### src/hw/rtl/fhsp_pkg.sv
`timescale 1ns / 1ps
// ----------------------------------------------------------------------------
// fhsp_pkg
// Shared types and constants of the frame header sync parser.
// ----------------------------------------------------------------------------
package fhsp_pkg;

   // Frame word and header geometry
   localparam logic [15:0] FRAME_WORD      = 16'h9c9c;
   localparam int          HEADER_LEN      = 16;
   localparam int          HDR_STORE       = HEADER_LEN - 2;
   localparam int          HDR_SHIFT       = HDR_STORE - 1;
   localparam logic [31:0] WEEK_HUNDREDTHS = 32'd60480000;

   // Hunt limit in byte pairs and width of the pair counter
   localparam int          HUNT_CNT_W      = 11;
   localparam logic [HUNT_CNT_W-1:0] MAX_HUNT_PAIRS = 11'd1024;

   // Reset values of the sanity limits
   localparam logic [15:0] MAX_WEEK_RST    = 16'd5000;
   localparam logic [15:0] MAX_LENGTH_RST  = 16'd1024;
   localparam logic [15:0] MAX_ID_RST      = 16'd1024;

   // Register indexes on the configuration port
   localparam logic [1:0]  CSR_MAX_WEEK    = 2'd0;
   localparam logic [1:0]  CSR_MAX_LENGTH  = 2'd1;
   localparam logic [1:0]  CSR_MAX_ID      = 2'd2;

   typedef enum logic [1:0] {
      MODE_HUNT   = 2'd0,
      MODE_HEADER = 2'd1,
      MODE_BODY   = 2'd2
   } parse_mode_type;

   typedef enum logic [1:0] {
      KIND_GOOD   = 2'd0,
      KIND_INSANE = 2'd1,
      KIND_HUNT   = 2'd2,
      KIND_BODY   = 2'd3
   } kind_type;

   // Sanity limits as written over the configuration port
   typedef struct packed {
      logic [15:0] max_week;
      logic [15:0] max_length;
      logic [15:0] max_id;
   } limits_type;

   // Decoded header, with fields already in the form they are reported
   typedef struct packed {
      logic        insane;
      logic        has_body;
      logic [15:0] body_count;
      logic [15:0] msg_id;
      logic [15:0] msg_length;
      logic [15:0] week_number;
      logic [31:0] week_hundredths;
      logic [15:0] freshness;
      logic [15:0] crc_word;
   } hdr_info_type;

endpackage

### src/hw/rtl/fhsp_hdr_decode.sv
`timescale 1ns / 1ps
// ----------------------------------------------------------------------------
// fhsp_hdr_decode
// Splits the collected header bytes into fields, checks them for sanity and
// applies the full-week rollover.
// ----------------------------------------------------------------------------
module fhsp_hdr_decode (
   input  logic [fhsp_pkg::HDR_STORE-1:0][7:0] hdr_bytes,
   input  fhsp_pkg::limits_type                limits,
   output fhsp_pkg::hdr_info_type              info
);

   logic [15:0] id;
   logic [15:0] len;
   logic [15:0] week;
   logic [31:0] hund;
   logic        insane;
   logic        full_week;

   // Big-endian field extraction
   assign id   = {hdr_bytes[0], hdr_bytes[1]};
   assign len  = {hdr_bytes[2], hdr_bytes[3]};
   assign week = {hdr_bytes[4], hdr_bytes[5]};
   assign hund = {hdr_bytes[6], hdr_bytes[7], hdr_bytes[8], hdr_bytes[9]};

   // Sanity check against the programmed limits
   assign insane = (hund > fhsp_pkg::WEEK_HUNDREDTHS) || (week > limits.max_week) ||
                   (len > limits.max_length) || (id > limits.max_id);
   assign full_week = (hund == fhsp_pkg::WEEK_HUNDREDTHS);

   always_comb begin
      info.insane     = insane;
      info.msg_id     = id;
      info.freshness  = {hdr_bytes[10], hdr_bytes[11]};
      info.crc_word   = {hdr_bytes[12], hdr_bytes[13]};
      info.has_body   = !insane && (len > 16'(fhsp_pkg::HEADER_LEN));
      info.body_count = len - 16'(fhsp_pkg::HEADER_LEN);
      if (insane) begin
         // An insane header reports a zero length and its raw time fields.
         info.msg_length      = '0;
         info.week_number     = week;
         info.week_hundredths = hund;
      end else if (full_week) begin
         // A full week of hundredths rolls into the next week.
         info.msg_length      = len;
         info.week_number     = week + 16'd1;
         info.week_hundredths = '0;
      end else begin
         info.msg_length      = len;
         info.week_number     = week;
         info.week_hundredths = hund;
      end
   end

endmodule

### src/hw/rtl/frame_header_sync_parser.sv
`timescale 1ns / 1ps
// ----------------------------------------------------------------------------
// frame_header_sync_parser
// Frame word hunter, header decoder and body byte forwarder.
// ----------------------------------------------------------------------------
// Usage: bytes of the received stream enter one byte per handshake on the
// req_ channel (valid/ready). The block hunts for the frame word 0x9c9c in
// aligned byte pairs, collects the rest of the 16-byte header, and returns
// one rsp_ word for a decoded header (good or insane), for an exhausted hunt
// and for every body byte, the final one marked by rsp_body_last. Bytes that
// cause no result (hunt pairs, header bytes) are consumed silently.
// Throughput is one byte per cycle while the receiver keeps up: each byte
// is held in an input register and processed from there into the result
// register, which drives rsp_valid. The pace is set by the single parse
// step between those two registers.
// When the receiver stalls, the result register holds its word and the input
// register keeps one more byte, after which req_ready falls. The csr_ port
// writes the sanity limits (week, length, id); the user writes them only while
// idle, which the block itself does not enforce. A synchronous reset restores
// the default limits and restarts the hunt with empty input and result registers.
// ----------------------------------------------------------------------------
module frame_header_sync_parser (
   input  logic        clock,
   input  logic        reset,
   input  logic        req_valid,
   output logic        req_ready,
   input  logic [7:0]  req_stream_byte,
   output logic        rsp_valid,
   input  logic        rsp_ready,
   output logic [1:0]  rsp_kind,
   output logic [15:0] rsp_msg_id,
   output logic [15:0] rsp_msg_length,
   output logic [15:0] rsp_week_number,
   output logic [31:0] rsp_week_hundredths,
   output logic [15:0] rsp_freshness,
   output logic [15:0] rsp_crc_word,
   output logic [7:0]  rsp_body_byte,
   output logic        rsp_body_last,
   input  logic        csr_wr_en,
   input  logic [1:0]  csr_index,
   input  logic [15:0] csr_wdata
);

   localparam int HS = fhsp_pkg::HDR_SHIFT;

   fhsp_pkg::limits_type     limits_ff;
   fhsp_pkg::parse_mode_type mode_ff, mode_in;
   logic                     phase_ff, phase_in;
   logic [7:0]               held_ff, held_in;
   logic [fhsp_pkg::HUNT_CNT_W-1:0] hunt_ff, hunt_in;
   logic [15:0]              cnt_ff, cnt_in;
   logic [HS-1:0][7:0]       hdr_ff, hdr_in;

   logic                     in_valid_ff;
   logic [7:0]               in_byte_ff;
   logic                     step;

   logic                     rsp_valid_ff;
   fhsp_pkg::kind_type       kind_ff, kind_in;
   logic [15:0]              id_ff, id_in, len_ff, len_in, week_ff, week_in;
   logic [31:0]              hund_ff, hund_in;
   logic [15:0]              fresh_ff, fresh_in, crc_ff, crc_in;
   logic [7:0]               body_ff, body_in;
   logic                     last_ff, last_in;
   logic                     emit;

   logic [fhsp_pkg::HDR_STORE-1:0][7:0] hdr_full;
   fhsp_pkg::hdr_info_type   info;
   logic [fhsp_pkg::HUNT_CNT_W-1:0] hunt_inc;

   // Handshake: the byte in the input register is processed when the result
   // register is free or being emptied this cycle.
   assign step      = in_valid_ff && (!rsp_valid_ff || rsp_ready);
   assign req_ready = !in_valid_ff || step;

   // Configuration registers
   always_ff @(posedge clock) begin
      if (reset) begin
         limits_ff.max_week   <= fhsp_pkg::MAX_WEEK_RST;
         limits_ff.max_length <= fhsp_pkg::MAX_LENGTH_RST;
         limits_ff.max_id     <= fhsp_pkg::MAX_ID_RST;
      end else if (csr_wr_en) begin
         case (csr_index)
            fhsp_pkg::CSR_MAX_WEEK:   limits_ff.max_week   <= csr_wdata;
            fhsp_pkg::CSR_MAX_LENGTH: limits_ff.max_length <= csr_wdata;
            fhsp_pkg::CSR_MAX_ID:     limits_ff.max_id     <= csr_wdata;
            default: ;
         endcase
      end
   end

   // Input register
   always_ff @(posedge clock) begin
      if (reset) begin
         in_valid_ff <= 1'b0;
      end else if (req_ready) begin
         in_valid_ff <= req_valid;
      end
   end

   always_ff @(posedge clock) begin
      if (req_valid && req_ready) begin
         in_byte_ff <= req_stream_byte;
      end
   end

   // The final header byte is taken straight from the input register.
   assign hdr_full = {in_byte_ff, hdr_ff};

   fhsp_hdr_decode u_hdr_decode (
      .hdr_bytes (hdr_full),
      .limits    (limits_ff),
      .info      (info)
   );

   assign hunt_inc = hunt_ff + 1'b1;

   // Parse step: next state and the result word of the current byte
   always_comb begin
      mode_in  = mode_ff;
      phase_in = phase_ff;
      held_in  = held_ff;
      hunt_in  = hunt_ff;
      cnt_in   = cnt_ff;
      hdr_in   = hdr_ff;
      emit     = 1'b0;
      kind_in  = fhsp_pkg::KIND_GOOD;
      id_in    = '0;
      len_in   = '0;
      week_in  = '0;
      hund_in  = '0;
      fresh_in = '0;
      crc_in   = '0;
      body_in  = '0;
      last_in  = 1'b0;

      case (mode_ff)
         fhsp_pkg::MODE_HEADER: begin
            hdr_in = {in_byte_ff, hdr_ff[HS-1:1]};
            cnt_in = cnt_ff + 16'd1;
            if (cnt_ff == 16'(HS)) begin
               // Header complete: report it and leave for body or hunt.
               emit     = 1'b1;
               kind_in  = info.insane ? fhsp_pkg::KIND_INSANE : fhsp_pkg::KIND_GOOD;
               id_in    = info.msg_id;
               len_in   = info.msg_length;
               week_in  = info.week_number;
               hund_in  = info.week_hundredths;
               fresh_in = info.freshness;
               crc_in   = info.crc_word;
               phase_in = 1'b0;
               held_in  = '0;
               hunt_in  = '0;
               if (info.has_body) begin
                  mode_in = fhsp_pkg::MODE_BODY;
                  cnt_in  = info.body_count;
               end else begin
                  mode_in = fhsp_pkg::MODE_HUNT;
                  cnt_in  = '0;
               end
            end
         end
         fhsp_pkg::MODE_BODY: begin
            emit    = 1'b1;
            kind_in = fhsp_pkg::KIND_BODY;
            body_in = in_byte_ff;
            if (cnt_ff <= 16'd1) begin
               last_in = 1'b1;
               mode_in = fhsp_pkg::MODE_HUNT;
               cnt_in  = '0;
            end else begin
               cnt_in = cnt_ff - 16'd1;
            end
         end
         default: begin
            // Hunting: pair bytes high first and look for the frame word.
            mode_in = fhsp_pkg::MODE_HUNT;
            if (!phase_ff) begin
               held_in  = in_byte_ff;
               phase_in = 1'b1;
            end else begin
               phase_in = 1'b0;
               if ({held_ff, in_byte_ff} == fhsp_pkg::FRAME_WORD) begin
                  mode_in = fhsp_pkg::MODE_HEADER;
                  cnt_in  = '0;
                  hunt_in = '0;
               end else if (hunt_inc >= fhsp_pkg::MAX_HUNT_PAIRS) begin
                  hunt_in = '0;
                  emit    = 1'b1;
                  kind_in = fhsp_pkg::KIND_HUNT;
               end else begin
                  hunt_in = hunt_inc;
               end
            end
         end
      endcase
   end

   // Parser state
   always_ff @(posedge clock) begin
      if (reset) begin
         mode_ff  <= fhsp_pkg::MODE_HUNT;
         phase_ff <= 1'b0;
         held_ff  <= '0;
         hunt_ff  <= '0;
         cnt_ff   <= '0;
      end else if (step) begin
         mode_ff  <= mode_in;
         phase_ff <= phase_in;
         held_ff  <= held_in;
         hunt_ff  <= hunt_in;
         cnt_ff   <= cnt_in;
      end
   end

   always_ff @(posedge clock) begin
      if (step) begin
         hdr_ff <= hdr_in;
      end
   end

   // Result register
   always_ff @(posedge clock) begin
      if (reset) begin
         rsp_valid_ff <= 1'b0;
      end else if (step) begin
         rsp_valid_ff <= emit;
      end else if (rsp_ready) begin
         rsp_valid_ff <= 1'b0;
      end
   end

   always_ff @(posedge clock) begin
      if (step && emit) begin
         kind_ff  <= kind_in;
         id_ff    <= id_in;
         len_ff   <= len_in;
         week_ff  <= week_in;
         hund_ff  <= hund_in;
         fresh_ff <= fresh_in;
         crc_ff   <= crc_in;
         body_ff  <= body_in;
         last_ff  <= last_in;
      end
   end

   assign rsp_valid           = rsp_valid_ff;
   assign rsp_kind            = kind_ff;
   assign rsp_msg_id          = id_ff;
   assign rsp_msg_length      = len_ff;
   assign rsp_week_number     = week_ff;
   assign rsp_week_hundredths = hund_ff;
   assign rsp_freshness       = fresh_ff;
   assign rsp_crc_word        = crc_ff;
   assign rsp_body_byte       = body_ff;
   assign rsp_body_last       = last_ff;

endmodule
### config.mk
export PLATFORM = sky130hd
export DESIGN_NAME = frame_header_sync_parser
export DESIGN_NICKNAME = d
export VERILOG_FILES = /design/src/hw/rtl/fhsp_pkg.sv /design/src/hw/rtl/fhsp_hdr_decode.sv /design/src/hw/rtl/frame_header_sync_parser.sv
export SDC_FILE = /design/constraint.sdc
export NUM_CORES = 1
export LEC_CHECK = 0
export BUFFER_PORTS_ARGS = -buffer_cell sky130_fd_sc_hd__buf_2
export CAP_MARGIN = 25
export CORE_MARGIN = 1
export CORE_UTILIZATION = 40
export CTS_CLUSTER_SIZE = 8
export DETAILED_ROUTE_END_ITERATION = 6
export HOLD_SLACK_MARGIN = 0.03
export SLEW_MARGIN = 15
export SYNTH_ARGS = -nofsm -noshare
export SYNTH_HDL_FRONTEND = slang
export SYNTH_SLANG_ARGS = --single-unit
### constraint.sdc
create_clock -name clock -period 9.5 [get_ports clock]
set_clock_uncertainty 0.1 [all_clocks]
set_input_delay 0.475 -clock clock [delete_from_list [all_inputs] [get_ports clock]]
set_output_delay 0.475 -clock clock [all_outputs]
set_load 0.05 [all_outputs]
# Word level (Yosys, flattened, before mapping)
# Index checks and enable logic that the tools add are counted.
[classes]
magnitude_cmp = 7
bitwise_logic = 3
reduce_logical = 28
add_sub_neg = 5
eq_ne = 10
mux = 39
[op_table]
columns = ["cell", "n"]
rows = [
  ["$mux 48", 2],
  ["$mux 16", 5],
  ["$gt 16x16->1", 3],
  ["$mux 11", 4],
  ["$add 16x1->16 const B", 2],
  ["$eq 32x26->1 const B", 1],
  ["$gt 32x26->1 const B", 1],
  ["$pmux 16 s2", 1],
  ["$pmux 11 s2", 1],
  ["$eq 16x16->1 const B", 1],
  ["$eq 16x4->1 const B", 1],
  ["$gt 16x5->1 const B", 1],
  ["$le 16x1->1 const B", 1],
  ["$mux 8", 2],
  ["$pmux 8 s2", 1],
  ["$sub 16x1->16 const B", 1],
  ["$sub 16x5->16 const B", 1],
  ["$mux 1", 13],
  ["$mux 2", 6],
  ["$add 11x1->11 const B", 1],
  ["$ge 11x11->1 const B", 1],
  ["$reduce_and 2->1", 5],
  ["$reduce_and 3->1", 3],
  ["$pmux 2 s2", 2],
  ["14 further kinds", 32],
]
[totals]
inputBits = 31
wordCells = 125
output_inout_bits = 125
reg_bits = 323

# Longest topological paths before layout
# Gate-level depths: netlist (run 1).
[depth]
word_depth = 9
depth_mapped = 11
ltp_nobuf = 10

# Cells and area by module
# A second synthesis (run 1) with hierarchy kept.
[hier_totals]
cells_unflattened = 1329
area_unflattened_um2 = 14900.5
[modules_own_cells]
columns = ["module", "cells_per_inst", "seq_area_each_um2", "n_inst", "area_each_um2"]
rows = [
  ["frame_header_sync_parser", 939, 8818.5, 1, 12219.2],
  ["fhsp_hdr_decode", 390, 0.0, 1, 2681.3],
]

# Least setup slack after synthesis (run 1)
# OpenSTA, ideal clock, no wires.
[synth_timing]
path_type = "register -> register"
from = "reg cnt_ff[5]"
to = "reg body_ff[0] (netlist: rsp_body_byte[0]) (enable)"
stages_incl_launch_ff = 8
path_buffers = 1
required_time_ns = 8.793
setup_ns = 0.607
t_arrival_ns = 7.116
slack_ns = 1.677
synth_period_minus_slack_ns = 7.823
path_cell_list = "dfxtp_1 buf_2 or4_1 or3_1 nor3_1 nor2_1 o22a_1 nor2_1"
[synth_between]
elab_chain_cells = 4
[synth_lines]
columns = ["item", "line_no", "rtl"]
rows = [
  ["start: declaration", "frame_header_sync_parser.sv:51", "logic [15:0] cnt_ff, cnt_in;"],
  ["start signal: assignment", "frame_header_sync_parser.sv:212", "cnt_ff <= cnt_in;"],
  ["$eq 16x4->1", "frame_header_sync_parser.sv:141", "if (cnt_ff == 16'(HS)) begin"],
  ["$mux 1", "frame_header_sync_parser.sv:141", ""],
  ["$pmux 1 s2", "frame_header_sync_parser.sv:137", "case (mode_ff)"],
  ["$logic_and 1x1->1", "frame_header_sync_parser.sv:234", "if (step && emit) begin"],
  ["end signal: assignment", "frame_header_sync_parser.sv:242", "body_ff <= body_in;"],
  ["end: declaration", "frame_header_sync_parser.sv:63", "logic [7:0] body_ff, body_in;"],
]
# No other way between the ends.
# A chain may end at the register's enable or synchronous reset.

# Worst setup path in the final report (run 1)
[layout_timing]
from = "reg cnt_ff[4]"
to = "reg id_ff[0] (netlist: rsp_msg_id[0]) (enable)"
[layout_between]
elab_chain_cells = 4
[layout_lines]
columns = ["item", "line_no", "rtl"]
rows = [
  ["$eq 16x4->1", "frame_header_sync_parser.sv:141", ""],
  ["$mux 1", "frame_header_sync_parser.sv:141", ""],
  ["$pmux 1 s2", "frame_header_sync_parser.sv:137", ""],
  ["$logic_and 1x1->1", "frame_header_sync_parser.sv:234", ""],
  ["end signal: assignment", "frame_header_sync_parser.sv:236", "id_ff <= id_in;"],
  ["end: declaration", "frame_header_sync_parser.sv:60", "logic [15:0] id_ff, id_in, len_ff, len_in, week_ff, week_in;"],
]
# No other way between the ends.

==> flow_results.org, run 1 <==
** Placement
- Count of buffers inserted at the top-level ports :: between 150 and 200
- Placed cells :: 1763
- Final weighted congestion in routability-driven placement :: 0.902
- After legalization and detailed placement, the total HPWL measured around 23000 um.

** Clocking
- Number of cells upsized or downsized after cts :: 0
- Number of buffers inserted during clock tree synthesis :: 46
- The tree built by TritonCTS fans out to between 300 and 400 sinks.
- The root buffer cell chosen for the clock tree is sky130_fd_sc_hd__clkbuf_16.
- Number of buffers added to fix hold violations after cts :: 8
- After clock tree synthesis, the clock-pin slew on the worst setup and hold paths is ~0.050 ns.
- CTS built an H-tree with a depth of 2.
- TritonCTS built the clock tree.
- After clock tree synthesis, the setup repair step added 0 buffers.
- Latest clock arrival within the worst-skew pair :: 0.57 ns
- No sink is reached through more buffers than the 3 on the longest clock path.

** Worst hold path
- Number of cells on the worst hold path :: 3
- The tightest min-delay check is of the in2reg type.

** STA
- The worst pin sits at a relative slew slack of approximately 29%.
- Highest Clock Rate :: about 220 MHz
- The final count of hold timing violations is 0.
- RSZ-0062 raised after global routing :: no
- The clock period could shrink to ~4.5 ns.
- At the pin with the least slew margin, the transition time is roughly 1.1 ns.
- Slew Limit Fails :: 0
- In the finished design, the share of the clock period the worst path needs comes to between 40% and 50%.
- Setup violations remaining at the end of the flow were counted as 0.
- Final TNS setup :: 0 ns

** Die
- The region available for standard cell placement spans approximately 35000 um2.
- Once the floorplan was initialized, standard cells occupied between 40% and 50% of the core.
- Number of placement rows :: a little under 70
- The die is ~190 um tall.
- Top Ports :: about 160
- The die covers about 36000 um2.
- DIE WIDTH :: 189 um

** Logic synthesis
- In this run, synthesis inferred between 200 and 250 flip-flops with an integrated enable.
- Share of the synthesized area in the top cell type :: 50.3%
- Total standard cell area after synthesis :: about 14000 um2
- After synthesis, flip-flops and latches occupy a little over three fifths of the total area.
- Ranking of synthesized cells by instance count :: 235 x sky130_fd_sc_hd__edfxtp_1, 128 x sky130_fd_sc_hd__nand2_1, 97 x sky130_fd_sc_hd__a21oi_1, 88 x sky130_fd_sc_hd__dfxtp_1, 86 x sky130_fd_sc_hd__and3_1
- Post-synth cell types :: 70
- Synthesized Nets :: roughly 1300
- Dominant cells by area after synthesis :: sky130_fd_sc_hd__edfxtp_1 50%, sky130_fd_sc_hd__dfxtp_1 13%, sky130_fd_sc_hd__ha_1 5.1%
- In the synthesized netlist the dominant register cell turns out to be sky130_fd_sc_hd__edfxtp_1.
- For this run, asynchronously set or reset flops after synthesis account for 0%.
- Most instantiated library cell after synthesis :: sky130_fd_sc_hd__edfxtp_1
- For this run, the number of Yosys warnings is 0.
- Average size of a mapped cell :: between 10 and 15 um2
- The cell count after synthesis came out at around 1200.
- Cell type contributing the most total cell area after synthesis :: sky130_fd_sc_hd__edfxtp_1
- Seq cells post-synth :: ~320

** Pwr
- The share of total power dissipated in sequential elements is 49.1%.
- Dividing total power by cell area gives a power density of about 190 nW/um2.
- Portion of total power attributed to combinational logic :: 2.1%
- The design draws between 3 and 4 mW.
- Switching Power :: 647 uW
- The clock network accounts for about half of the total power.
- Maximum vdd ir drop :: approximately 130 uV
- In this run the static leakage power is between 6 and 7 nW.
- Net switching is around a fifth of the power.
- Cell internal power dissipation :: 2.44 mW

** Final layout
- Number of nets in the layout :: roughly 1500
- Antenna cells :: 0
- Synthesis-to-finish area growth :: 19.0%
- Non-filler cells in the finished layout :: about 1900
- Final cell utilization of the core :: between 40% and 50%
- Count of fill cells added during filler insertion :: approximately 3200
- Share of layout cells above drive strength 1 :: between 10% and 20%

** GRT
- Vias in the first global route :: roughly 9700
- Global routing consumed, over all layers together, a little under 20% of the routing resources.
- Global routing usage on met2 :: 31.4%
- Met1 track utilization from global routing :: about a quarter
- First-pass GRT wire length :: ~55000 um
- Entering global routing, the biggest net connects 80 pins.
- Total congestion overflow after global routing :: 0
- The layer flagged by global routing as most heavily used is met2.
- The initial antenna violation count is 0.
- Global routing used 4.19% of the available met3 tracks.

** Detailed routing
- Dividing the detail-routed via count by the number of cells gives roughly 5.4.
- Post-DRT Antenna Nets :: 0
- After detailed routing, the average wire length per cell comes to 19.0 um.
- First-pass detailed-route iteration total :: 6
- Summed over all layers, the routed wires come to 35300 um.
- Number of design-rule violations left by the first detailed-router iteration :: ~740
- For this run, design rule violations remaining after detail routing come to 0.
- Total via count after detailed routing :: between 10000 and 15000

** Setup path
- The worst register-to-register path has a depth of 8.
- The worst setup path is launched from a flip-flop.
- The critical path is of the reg2reg type.
- Signal arrival time at the worst endpoint :: around 4.5 ns
- For the worst setup path, the data required time is ~9.6 ns.
- In this run the worst path has a maximum fanout of 77.
- The worst setup path is captured at a flip-flop.

** Status
- Run status :: finished, final reports clean

** Run
- Max_cap viols :: 0
[final timing paths]
| check | start | end | slack (ns) |
|---|---|---|---|
| worst max register to register | cnt_ff[4]$_SDFFE_PP0P_ | rsp_msg_id[0]$_SDFFCE_PN0P_ | 5.05 |
| worst min register to register | hdr_ff[102]$_DFFE_PP_ | hdr_ff[94]$_DFFE_PP_ | 0.34 |
| worst min-delay path | req_valid | in_valid_ff$_SDFFE_PP0N_ | 0.07 |
| worst max-delay path | cnt_ff[4]$_SDFFE_PP0P_ | rsp_msg_id[0]$_SDFFCE_PN0P_ | 5.05 |
[cell usage in the layout (no fill, tap or decap), types with 4 or more instances in the layout]
cell type and instances:
sky130_fd_sc_hd__clkbuf_16 46, sky130_fd_sc_hd__nand2_1 128, sky130_fd_sc_hd__buf_2 155, sky130_fd_sc_hd__a21oi_1 97
sky130_fd_sc_hd__buf_4 9, sky130_fd_sc_hd__xnor2_1 10, sky130_fd_sc_hd__a22oi_1 11, sky130_fd_sc_hd__dlygate4sd3_1 8
sky130_fd_sc_hd__or3_1 7, sky130_fd_sc_hd__o22a_1 4, sky130_fd_sc_hd__edfxtp_1 235, sky130_fd_sc_hd__nand4_1 17
sky130_fd_sc_hd__a31oi_1 9, sky130_fd_sc_hd__nor2_1 59, sky130_fd_sc_hd__and3_1 86, sky130_fd_sc_hd__ha_1 56
sky130_fd_sc_hd__xor2_1 12, sky130_fd_sc_hd__and2_1 26, sky130_fd_sc_hd__o31ai_1 12, sky130_fd_sc_hd__inv_1 63
sky130_fd_sc_hd__nor4_1 14, sky130_fd_sc_hd__o22ai_1 7, sky130_fd_sc_hd__dfxtp_1 88, sky130_fd_sc_hd__nand3b_1 5
sky130_fd_sc_hd__nand3_1 36, sky130_fd_sc_hd__a211o_1 8, sky130_fd_sc_hd__clkbuf_1 35, sky130_fd_sc_hd__a21o_1 6
sky130_fd_sc_hd__nand2b_1 5, sky130_fd_sc_hd__o21ai_0 32, sky130_fd_sc_hd__or4_1 16, sky130_fd_sc_hd__nor3_1 18
sky130_fd_sc_hd__or2_2 4, sky130_fd_sc_hd__nor4b_1 4
[power groups by stage]
stage | combinational (mW) | sequential [mW] | clock, mW
final | 0.0648 | 1.52 | 1.51
after global routing | 0.0731 | 1.52 | 1.60
after CTS | 0.0644 | 1.52 | 1.54
after detailed placement | 0.0617 | 1.54 | 0
after global placement | 0.0600 | 1.54 | 0
after floorplan | 0.0397 | 1.54 | 0
[stage by stage]
step / hold slack (ns) / setup slack, ns / area (um2)
2_1_floorplan: 0.318 / 1.68 / 14000
3_3_place_gp: 0.323 / 5.07 / 15200
3_5_place_dp: 0.329 / 5.00 / 15300
4_1_cts: 0.0352 / 5.00 / 16700
5_1_grt: 0.0609 / 4.76 / 16700
6_report: 0.0672 / 5.05 / 16700
[layout make-up]
| cell class | count | area, um2 | share of cell area, % |
|---|---|---|---|
| Sequential cell | 323 | 8820 | 52.8 |
| Inverter | 63 | 236 | 1.42 |
| Clock buffer | 81 | 1280 | 7.68 |
| Tap cell | 455 | 569 | 3.41 |
| Clock inverter | 3 | 41.3 | 0.247 |
| Multi-Input combinational cell | 756 | 4780 | 28.6 |
| Timing Repair Buffer | 175 | 973 | 5.83 |
[worst max-delay path, cell delays in order, from the launching register on]
cell                      delay (ns)
sky130_fd_sc_hd__dfxtp_1        0.41
sky130_fd_sc_hd__or4_1          0.65
sky130_fd_sc_hd__or3_1          0.52
sky130_fd_sc_hd__nor3_2         0.23
sky130_fd_sc_hd__nor2_1         0.07
sky130_fd_sc_hd__o22a_1         0.25
sky130_fd_sc_hd__nor2_4         0.47
sky130_fd_sc_hd__buf_4          0.47
sky130_fd_sc_hd__buf_4          0.82
[layer usage]
metal | wire, um | part of all wire [%] | vias up
li1 | - | - | 4794
met1 | 15200 | 43 | 4838
met2 | 16600 | 47 | 378
met3 | 2460 | 7.0 | 55
met4 | 998 | 2.8 | 0
met5 | 0 | 0 | -
[flip-flops by register name (all words and copies together) (netlist names)]
register	flops
cnt_ff	16
phase_ff	1
rsp_body_byte	8
hunt_ff	11
rsp_freshness	16
rsp_body_last	1
rsp_kind	2
in_valid_ff	1
rsp_week_number	16
rsp_msg_id	16
rsp_msg_length	16
rsp_week_hundredths	32
in_byte_ff	8
mode_ff	2
rsp_valid	1
hdr_ff	104
limits_ff	48
rsp_crc_word	16
held_ff	8
[cell families (layout without fill, tap and decap cells)]
family	Yosys count	in the layout	synth area share [%]
AND/OR/NAND/NOR	451	451	17.0
adder cells (fa/ha/maj)	57	57	5.08
AO/OA/AOI/OAI	224	224	10.2
multiplexers	2	2	0.143
XOR/XNOR	22	22	1.37
flip-flops	323	323	62.8
buffers and inverters	125	322	3.40
Note: power is estimated with default switching activity, not from simulation.
==> run 2: changes to the inputs <==
==> constraint.sdc (replaced) <==
create_clock -name clock -period 3.7 [get_ports clock]
set_clock_uncertainty 0.1 [all_clocks]
set_input_delay 0.185 -clock clock [delete_from_list [all_inputs] [get_ports clock]]
set_output_delay 0.185 -clock clock [all_outputs]
set_load 0.05 [all_outputs]
==> run 2 against run 1 <==
Sequential power increased to 2.6 times the previous value; fmax rose by 32%; setup slack got worse by 4.7 ns; largest cell class unchanged; flip-flop and latch count unchanged; clock-buffer cell count stayed put; combinational power grew to 2.9 times the previous value; critical endpoint is now rsp_week_hundredths[22]$_SDFFCE_PN0P_; largest power group is now the clock network; register-to-register slack got worse by 4.7 ns; wire length rose by 2.3%; final cell count increased by 3.1%; total power rose to 2.6 times the previous value.
==> flow_results.org, run 2 (synthesis results as in run 1) <==
** Status
- Run status :: finished, final reports clean (unchanged)

** Die
- The die boundary width came to 189 um (unchanged).
- Initial core utilization :: 40.6% (unchanged)
- Top Ports :: 156 (unchanged)
- Floorplan die area :: 35800 um2 (unchanged)
- The total core area was 34500 um2 (unchanged).
- Number of placement rows :: 68 (unchanged)
- Overall die height :: 189 um (unchanged)

** Final layout
- Commonest cells after routing, fill and taps aside :: 235 x sky130_fd_sc_hd__edfxtp_1, 155 x sky130_fd_sc_hd__buf_2, 128 x sky130_fd_sc_hd__nand2_1 (unchanged)
- The register bank with the most flops was hdr_ff (unchanged).
- The flip-flop count of the largest register, all copies and words added was 104 (unchanged).
- Most frequent standard cell in the layout excluding fill and tap cells :: sky130_fd_sc_hd__edfxtp_1 (unchanged)
- Non-filler cells in the finished layout :: 1913 (was 1856)
- The post-route standard cell area excluding fillers came to 17300 um2 (was 16700 um2).
- The share of final-layout standard cells stronger than drive strength 1 is 19.1% (was 17.1%).
- Final cell utilization of the core :: 50.0% (was 48.3%)
- The synthesis-to-finish area growth came to 23.0% (was 19.0%).
- The number of diodes is 0 (unchanged).
- Number of nets in the layout :: 1510 (was 1453)

** Detailed routing
- Post-DRT Antenna Nets :: 0 (unchanged)
- Detailed-route wire length :: 36100 um (was 35300 um)
- The average wire per cell in the routed design came to 18.9 um (was 19.0 um).
- The remaining routing DRC violations was 0 (unchanged).
- The first-pass iteration count of the detailed router came to 6 (unchanged).
- Via density per instance :: 5.38 (was 5.42)
- Number of design-rule violations left by the first detailed-router iteration :: 716 (was 735)
- The total vias in the final route came to 10300 (was 10100).

** STA
- The maximum operating frequency came to 296 MHz (was 224 MHz).
- The actual slew at the worst max-slew pin was 0.952 ns (was 1.07 ns).
- Min cycle time layout :: 3.38 ns (was 4.45 ns)
- The period utilization was 91.4% (was 46.9%).
- The final worst hold slack was 0.0909 ns (was 0.0672 ns).
- RSZ-0062 raised after global routing: no (unchanged).
- Hold violation count in the final report :: 0 (unchanged)
- The max-slew headroom at the worst pin came to 36.5% (was 28.6%).
- Slew Limit Fails :: 0 (unchanged)
- Count of endpoints failing setup in the final report :: 0 (unchanged)

** Setup path
- Worst setup EP type :: flip-flop (unchanged)
- Delay-heaviest family, CP :: simple AND/OR/NAND/NOR gates (unchanged)
- Category of the worst setup path launch point :: flip-flop (unchanged)
- The data required time of the worst path was 3.81 ns (was 9.57 ns).
- The delay contributed by the slowest stage of the critical path was 0.68 ns (was 0.82 ns).
- The sum of buffers and inverters on the critical path came to 1 (was 2).
- The arrival time reported for the critical path endpoint came to 3.49 ns (was 4.53 ns).
- WS Path Type :: reg2reg (unchanged)
- Worst path slowest cell :: sky130_fd_sc_hd__or4_1 (was sky130_fd_sc_hd__buf_4)
- Critical path cell sequence: or4_1, or3_4, nor3_4, nor2_1, o22a_1, nor2_4, buf_12 (was or4_1, or3_1, nor3_2, nor2_1, o22a_1, nor2_4, buf_4, buf_4).
- Critical-path maximum fanout :: 41 (was 77)

** GRT
- The initial antenna violation count is 0 (unchanged).
- First-pass GRT wire length :: 55500 um (was 54500 um)
- The overall global routing resource usage is 19.8% (was 19.7%).
- The total congestion overflow came to 0 (unchanged).
- Largest net degree at the start of global routing :: 74 (was 80)
- Vias in the first global route :: 10000 (was 9686)

** Clocking
- The clock latency reported for the late side of the worst-skew pair came to 0.54 ns (was 0.57 ns).
- Number of H-tree branching levels :: 2 (unchanged)
- The clock net sink count was 323 (unchanged).
- Clock-pin slew of the registers on the worst-case setup and hold paths :: 0.05 ns (about the same)
- CTS tree :: done (unchanged)
- The number of buffers created by CTS is 46 (unchanged).
- The cell chosen for the clock root was sky130_fd_sc_hd__clkbuf_16 (unchanged).
- The buffer depth of the longest clock path was 3 (unchanged).

** Pwr
- Power density relative to cell area :: 466 nW/um2 (was 185 nW/um2)
- Leakage power total :: 6.87 nW (was 6.65 nW)
- The post-route total power was 8.04 mW (was 3.09 mW).
- Maximum vdd ir drop :: 343 uV (was 128 uV)

** Placement
- The cell area reported after detailed placement came to 15500 um2 (was 15300 um2).
- The estimated wirelength of the detail-placed design is 24700 um (was 23500 um).
- The number of buffers added on ports came to 155 (unchanged).
- Placed cells :: 1794 (was 1763)
- The global placement routability congestion is 0.891 (was 0.902).

** Worst hold path
- Class of the tightest hold or removal check :: in2reg (unchanged)

** Run
- The number of maximum-capacitance constraint violations is 0 (unchanged).
## run 2: cell types whose count changed in the layout (fill, tap and decap cells not counted), moves of 2 or more
cell | before | now
sky130_fd_sc_hd__dlygate4sd3_1 | 8 | 32
sky130_fd_sc_hd__buf_12 | 0 | 3
sky130_fd_sc_hd__buf_4 | 9 | 42
sky130_fd_sc_hd__buf_6 | 2 | 0
sky130_fd_sc_hd__or4_1 | 16 | 14
sky130_fd_sc_hd__or4_4 | 0 | 2
## run 2: final cells by class
cell class	count	area [um2]
timing repair buffer	232	1470
inverter	63	236
multi-input combinational	756	4810
sequential	323	8820
clock buffer	81	1300
fill	3083	17300
clock inverter	3	58.8
tap	455	569
## run 2: timing repair
item | 4_1_cts | 5_1_grt
endpoints found under the setup margin | 0 | 11
hold buffers | 32 | 0
hold endpoints to repair | 69 | 0
buffers inserted | 0 | 2
gates resized for setup | 0 | 2
## run 2: worst min-delay path, stage by stage
cell,delay [ns]
sky130_fd_sc_hd__buf_2,0.13
sky130_fd_sc_hd__nor3b_2,0.08
sky130_fd_sc_hd__a211o_1,0.28
## run 2: where the power goes
group / switching (mW) / total (mW) / internal, mW / leakage, nW
sequential: 0.0215 / 3.89 / 3.87 / 3.11
clock: 1.52 / 3.96 / 2.44 / 0.648
combinational: 0.105 / 0.185 / 0.0801 / 3.11
total: 1.65 / 8.04 / 6.39 / 6.87
## run 2: final timing paths
| kind | start | cells after the start | end | slack, ns |
|---|---|---|---|---|
| worst min-delay path | csr_index[1] | 3 | limits_ff[41]$_SDFFE_PP1P_ | 0.09 |
| worst max register to register | cnt_ff[11]$_SDFFE_PP0P_ | 7 | rsp_week_hundredths[22]$_SDFFCE_PN0P_ | 0.32 |
| worst min register to register | hdr_ff[96]$_DFFE_PP_ | 0 | hdr_ff[88]$_DFFE_PP_ | 0.33 |
| worst max-delay path | cnt_ff[11]$_SDFFE_PP0P_ | 7 | rsp_week_hundredths[22]$_SDFFCE_PN0P_ | 0.32 |
## run 2: layer usage
layer  global-route usage [%]  routed length [um]  part of all wire (%)  up-vias
li1                         -                   -                     -     4894
met1                     25.9               15300                    43     4985
met2                     33.3               17500                    49      335
met3                     3.61                2260                   6.3       72
met4                     6.42                 971                   2.7        0
met5                        0                   0                     0        -
## run 2: through the flow
step	setup TNS, ns	worst slack [ns]
CTS	0	0.163
finish	0	0.318
detailed placement	0	0.208
floorplan	-49.10	-0.399
global placement	0	0.255
global route	0	0.118
